[src/rtl/bmf_pkg.sv]
// shared constants, types and tables of the box mean filter
package bmf_pkg;

  localparam int MAX_WINDOW = 7;
  localparam int MAX_WIDTH  = 1024;
  localparam int MAX_HEIGHT = 1024;

  localparam int PIX_W    = 8;
  localparam int COORD_W  = 10;
  localparam int CNT_W    = 11;
  localparam int SIZE_W   = 3;
  localparam int SLOT_W   = $clog2(MAX_WINDOW);
  localparam int ADDR_W   = $clog2(MAX_WIDTH);
  localparam int CFG_W    = 11;
  localparam int CFG_IDX_W = 2;
  localparam int COLSUM_W = PIX_W + $clog2(MAX_WINDOW + 1);
  localparam int WINSUM_W = PIX_W + $clog2(MAX_WINDOW * MAX_WINDOW + 1);
  localparam int RECIP_SHIFT = 20;
  localparam int RECIP_W  = RECIP_SHIFT + 1;
  localparam int PROD_W   = WINSUM_W + RECIP_W;
  localparam int NUM_SPANS  = (MAX_WINDOW + 1) / 2;
  localparam int SPAN_SEL_W = $clog2(NUM_SPANS);

  typedef enum logic [CFG_IDX_W-1:0] {
    CFG_WINDOW_SIZE  = 2'd0,
    CFG_IMAGE_WIDTH  = 2'd1,
    CFG_IMAGE_HEIGHT = 2'd2
  } cfg_reg_t;

  typedef struct packed {
    logic                 acc;
    logic [SLOT_W-1:0]    slot;
    logic [ADDR_W-1:0]    addr;
    logic [PIX_W-1:0]     pix;
  } lb_req_t;

  // one column sum for each window radius
  typedef logic [NUM_SPANS-1:0][COLSUM_W-1:0] colsum_set_t;

  // ceil(2^20 / size^2), exact floor for any window sum
  function automatic logic [RECIP_W-1:0] recip_of(input logic [SIZE_W-1:0] size);
    logic [RECIP_W-1:0] r;
    begin
      case (size)
        3'd2:    r = 21'd262144;
        3'd3:    r = 21'd116509;
        3'd4:    r = 21'd65536;
        3'd5:    r = 21'd41944;
        3'd6:    r = 21'd29128;
        3'd7:    r = 21'd21400;
        default: r = 21'd1048576;
      endcase
      return r;
    end
  endfunction

  function automatic logic [SLOT_W-1:0] slot_inc(input logic [SLOT_W-1:0] s);
    return (s == SLOT_W'(MAX_WINDOW - 1)) ? '0 : s + SLOT_W'(1);
  endfunction

endpackage

[src/rtl/bmf_col_cell.sv]
// window cell: holds the column sums of one column and, inside the window, adds one into the passing window sum
module bmf_col_cell import bmf_pkg::*; (
  input  logic                  clk,
  input  logic                  rst_n,
  input  logic                  shift,
  input  logic                  in_win,
  input  logic [SPAN_SEL_W-1:0] sel,
  input  colsum_set_t           sum_in,
  output colsum_set_t           sum_out,
  input  logic [WINSUM_W-1:0]   acc_in,
  output logic [WINSUM_W-1:0]   acc_out
);

  colsum_set_t colsum_r;

  always_ff @(posedge clk) begin
    if (!rst_n) begin
      colsum_r <= '0;
    end else if (shift) begin
      colsum_r <= sum_in;
    end
  end

  assign sum_out = colsum_r;
  assign acc_out = acc_in + (in_win ? WINSUM_W'(colsum_r[sel]) : '0);

endmodule

[config.mk]
export PLATFORM = sky130hd
export DESIGN_NAME = bmf_col_cell
export DESIGN_NICKNAME = d
export VERILOG_FILES = /design/src/rtl/bmf_pkg.sv /design/src/rtl/bmf_col_cell.sv
export SDC_FILE = /design/constraint.sdc
export NUM_CORES = 1
export LEC_CHECK = 0
export BUFFER_PORTS_ARGS = -buffer_cell sky130_fd_sc_hd__buf_2
export CELL_PAD_IN_SITES_DETAIL_PLACEMENT = 0
export CELL_PAD_IN_SITES_GLOBAL_PLACEMENT = 1
export CORE_MARGIN = 4
export CORE_UTILIZATION = 37
export CTS_BUF_LIST = sky130_fd_sc_hd__clkbuf_16
export DETAILED_ROUTE_END_ITERATION = 12
export GPL_TIMING_DRIVEN = 0
export PLACE_DENSITY_LB_ADDON = 0.1
export REMOVE_ABC_BUFFERS = 1
export SLEW_MARGIN = 20
export SYNTH_ARGS = -nofsm -noshare
export SYNTH_HDL_FRONTEND = slang
export SYNTH_SLANG_ARGS = --single-unit
[constraint.sdc]
create_clock -name clk -period 7.7 [get_ports clk]
set_input_delay 0.77 -clock clk [delete_from_list [all_inputs] [get_ports clk]]
set_output_delay 0.77 -clock clk [all_outputs]
set_load 0.02 [all_outputs]
Word-level counts from Yosys, hierarchy flattened

Index checks and enable logic that the tools add are counted.

Add/sub/neg operators: 1
Order comparisons: 1
Muxes and demuxes: 3

Operator list:

| kind                                                                         | count |
|---|---|
| 11-bit binary-select mux with 2-bit select                                   | 1 |
| 11-bit two-way mux                                                           | 2 |
| 14-bit by 11-bit adder with 14-bit output                                    | 1 |
| 2-bit by 3-bit less-than comparator with 1-bit output, second input constant | 1 |

Flip-flop bits (word level): 44
Bits of input ports: 64
Output and inout port bits: 58
Logic and storage cells: 9

Logic depth before layout (Yosys ltp)

Depth in word-level cells: 4
Gate-level depth with buffers: 11
Depth with buffers taken out: 10

Worst setup path before layout

No wires, ideal clock.

Path kind: input port to output port
From: input port sel[0]
To: output port acc_out[13]
Data arrival time: 3.283 ns
Data required time: 6.930 ns
Slack: 3.647 ns
Stages on the path: 8
Buffers on the path: 1
Path through: buf_1 mux4_2 and2_1 ha_1 a21o_1 a21oi_1 a21oi_1 o311ai_0

Word-level cells in the longest chain between the ends: 4

Ends and longest elaborated chain:

| what                                       | RTL line           | source |
|---|---|---|
| from (decl)                                | bmf_col_cell.sv:7  | `input logic [SPAN_SEL_W-1:0] sel,` |
| 11-bit binary-select mux with 2-bit select | bmf_col_cell.sv:25 | `assign acc_out = acc_in + (in_win ? WINSUM_W'(colsum_r[sel]) : '0);` |
| 11-bit two-way mux (implied by the code)   | bmf_col_cell.sv:25 |  |
| 11-bit two-way mux                         | bmf_col_cell.sv:25 |  |
| 14-bit by 11-bit adder with 14-bit output  | bmf_col_cell.sv:25 |  |
| to (decl)                                  | bmf_col_cell.sv:11 | `output logic [WINSUM_W-1:0] acc_out` |

No other way between the ends. The select of a mux whose other input is x is not followed.

Final worst setup path

From: input port sel[0]
To: output port acc_out[10]

The elaborated chain is that of the path after synthesis.

==> summary.md <==
| Metric | Value |
|---|---|
| CTS tree | `done` |
| Post-Synth XOR/XNOR Area | `approximately 2.4%` |
| Clock root buffer | `clkbuf_16` |
| Antenna violations before repair | `0` |
| Die area | `0.00840 mm²` |
| # diodes | `0` |
| Die X | `approximately 92 µm` |
| Mux cell area share after synthesis | `about a quarter` |
| Nets | `about 440` |
| Yosys cell types | `between 40 and 50` |
| Synth Cell Area | `0.00259 mm²` |
| Gr ovfl total | `0` |
| Vias in the first global route | `2128` |
| Starting Density | `38.1%` |
| Final-report setup violation count | `0` |
| Inserted Clock Buffers | `5` |
| IO Count | `122` |
| Hold path start | `sum_out[22]$_SDFFE_PN0P_` |
| # resized after CTS | `0` |
| Required time of the critical path | `6930 ps` |
| Setup crit end kind | `primary output` |
| Largest net degree at the start of global routing | `between 40 and 50` |
| Worst setup margin | `3310 ps` |
| Seq/Total Area, Yosys | `between 30% and 40%` |
| Critical Path AT | `between 3000 and 4000 ps` |
| CTS Hold Bufs | `0` |
| Adder-cell share of the synthesized area | `6.09%` |
| Synth Area in Simple Gates | `between 10% and 20%` |
| Period utilization | `between 50% and 60%` |
| Main flop type after synthesis | `dfxtp_1` |
| Leakage | `between 1.5 and 2 nW` |
| Setup Slack @ Placement | `between 3000 and 4000 ps` |
| Post-synth ARST share | `0%` |
| R2r startpoint | `sum_out[9]$_SDFFE_PN0P_` |
| R2R cell count | `2` |
| Setup TNS | `0 ps` |
| Drt first pass iters | `5` |
| Startpoint types | `input pin` |
| R2R Path End | `sum_out[9]$_SDFFE_PN0P_` |
| Avg Inst Size Synth | `roughly 10 µm²` |
| Die height | `about 90 µm` |
| Flops & latches, synth | `44` |
| Switch share | `about 29%` |
| Row cnt | `30` |
| Clk_lat worst skew | `280 ps` |
| Main combinational cell family by area after synthesis | `multiplexers` |
| Post-CTS Setup Bufs | `0` |
| Max_cap viols | `0` |
| Min-Delay Endpoint | `sum_out[22]$_SDFFE_PN0P_` |
| Max Clock Skew | `0 ps` |
| First-pass GRT wire length | `10700 µm` |
| Gr usage total | `between 10% and 20%` |
| Drt wl/cell | `between 10 and 15 µm` |
| Clock Tree Buf Depth | `2` |
| Outcome | `finished, final reports clean` |
| Final Hold Viols | `0` |
| Gate power share | `approximately a quarter` |
| Min Tclk post-route | `roughly 4400 ps` |
| Crit path max fanout | `12` |
| H-tree depth | `2` |
| CTS Sinks | `44` |
| Hold path depth | `2` |
| Hpwl dp | `approximately 5000 µm` |
| Clock share of power | `32.2%` |
| Post-synthesis cell count | `251` |
| Vias per std cell | `approximately 4.7` |
| Synth Area in Compound Gates | `roughly 9.0%` |
| Power Internal | `between 0.4 and 0.5 mW` |
| Max Clk Rate | `about 230 MHz` |
| Area grow syn2layout | `31.3%` |
| Drt total wl | `roughly 6700 µm` |
| Worst slew pin tran | `740 ps` |
| Max_slew headroom | `between 50% and 60%` |
| Largest register FFs | `44` |
| Sequential power share | `between 40% and 50%` |
| DRC errors left | `0` |
| Vias after detailed routing | `about 2200` |
| Clock transition at the registers of the reported paths | `approximately 60 ps` |
| Worst min path class | `register to register` |
| RSZ-0062 raised after global routing | `false` |
| Worst Setup Path Type | `input pin to primary output` |
| Power per cell area | `approximately 180 mW/mm²` |
| Core footprint | `~0.0068 mm²` |
| Maximum vdd drop | `about 0.11 mV` |
| IO Port Bufs | `around 120` |
| Post-synth EDFFs | `0` |
| First DRT Iteration DRCs | `67` |
| Layout cells sized above 1 | `around two fifths` |
| Max-slew violations | `0` |
| GPL Wtd Cong | `0.732` |
| Worst reg2reg setup slack | `7050 ps` |
| Psw | `around 0.18 mW` |
| Routed Antenna Nets | `0` |
| Synth warn | `0` |
| # fillers | `682` |
## kinds of logic after synthesis
family | after synthesis
xor gates and xnor gates | 7
DFF | 44
AOI/OAI and AO/OA | 30
and+or+nand+nor | 84
buffers and inverters | 18
adders and majority gates | 12
muxes | 56
## synthesized netlist by cell type (2+ instances only)
cell / count / area share, %
xnor2_1: 6 / 2.0
nor2_1: 6 / 0.87
inv_1: 6 / 0.87
o211ai_1: 3 / 0.87
mux2i_1: 45 / 17
and2_1: 11 / 2.7
nand2b_1: 4 / 0.97
nor2b_1: 45 / 11
dfxtp_1: 44 / 34
a21o_1: 4 / 1.2
clkbuf_1: 6 / 0.87
a21oi_1: 8 / 1.5
ha_1: 11 / 5.3
nand2_1: 7 / 1.0
nor3_1: 2 / 0.39
nand3_1: 3 / 0.58
buf_2: 5 / 0.97
mux4_2: 10 / 8.7
## metal layers
metal / share of wire (%) / GRT usage, %
met5: 0 / 0
met4: 1.3 / 4.90
met3: 7.2 / 4.27
met2: 46 / 25.3
met1: 46 / 20.5
## power groups by stage
stage / Combinational [mW] / Clock, mW / Sequential, mW
global route: 0.176 / 0.209 / 0.254
detailed placement: 0.163 / 0 / 0.256
CTS: 0.163 / 0.200 / 0.252
floorplan: 0.0825 / 0 / 0.271
finish: 0.161 / 0.196 / 0.252
global placement: 0.162 / 0 / 0.256
## worst max path at each step
| stage | cells after the start | slack, ps | startpoint | to |
|---|---|---|---|---|
| 2_1_floorplan | 7 | 3830 | sel[1] | acc_out[13] |
| 3_3_place_gp | 12 | 3270 | sel[0] | acc_out[10] |
| 3_5_place_dp | 9 | 3290 | sel[1] | acc_out[10] |
| 4_1_cts | 12 | 3290 | sel[0] | acc_out[10] |
| 5_1_grt | 9 | 3150 | sel[1] | acc_out[10] |
| 6_report | 12 | 3310 | sel[0] | acc_out[10] |
## final cells by class
| cell class | count | area, µm² | share of cell area (%) |
|---|---|---|---|
| well taps | 96 | 120 | 3.54 |
| inverters | 6 | 22.5 | 0.663 |
| clock buffers | 5 | 125 | 3.68 |
| multi-input cells | 189 | 1630 | 48.1 |
| clock inverters | 2 | 7.51 | 0.221 |
| flip-flops and latches | 44 | 881 | 25.9 |
| repair buffers | 121 | 608 | 17.9 |
## critical path: stages
cell and delay (ps):
buf_2 280, mux4_2 580, and2_1 180, ha_1 180, inv_1 70, fa_1 200, nand2b_1 160, a21oi_2 90
o311a_4 380, or4_1 410, o2111ai_1 120, buf_2 200
## per-stage QoR
step | utilization (%) | std cells | area [µm²] | power (mW) | hold slack (ps)
after detailed placement | 48.0 | 456 | 3260 | 0.419 | 525
after global routing | 50.0 | 463 | 3400 | 0.639 | 555
after global placement | 48.0 | 456 | 3260 | 0.418 | 515
after floorplan | - | 239 | 2540 | 0.354 | 598
after CTS | 50.0 | 463 | 3400 | 0.615 | 536
final | 50.0 | 463 | 3400 | 0.609 | 534
## layout by cell type, fill, tap and decap left out, types with 7 or more instances in the layout
cell type | Yosys | layout
a21oi_1 | 8 | 8
dfxtp_1 | 44 | 44
buf_2 | 5 | 120
mux2i_1 | 45 | 45
mux4_2 | 10 | 10
nand2_1 | 7 | 7
and2_1 | 11 | 11
nor2b_1 | 45 | 45
ha_1 | 11 | 11
No activity file was read; power rests on OpenSTA's default activity.
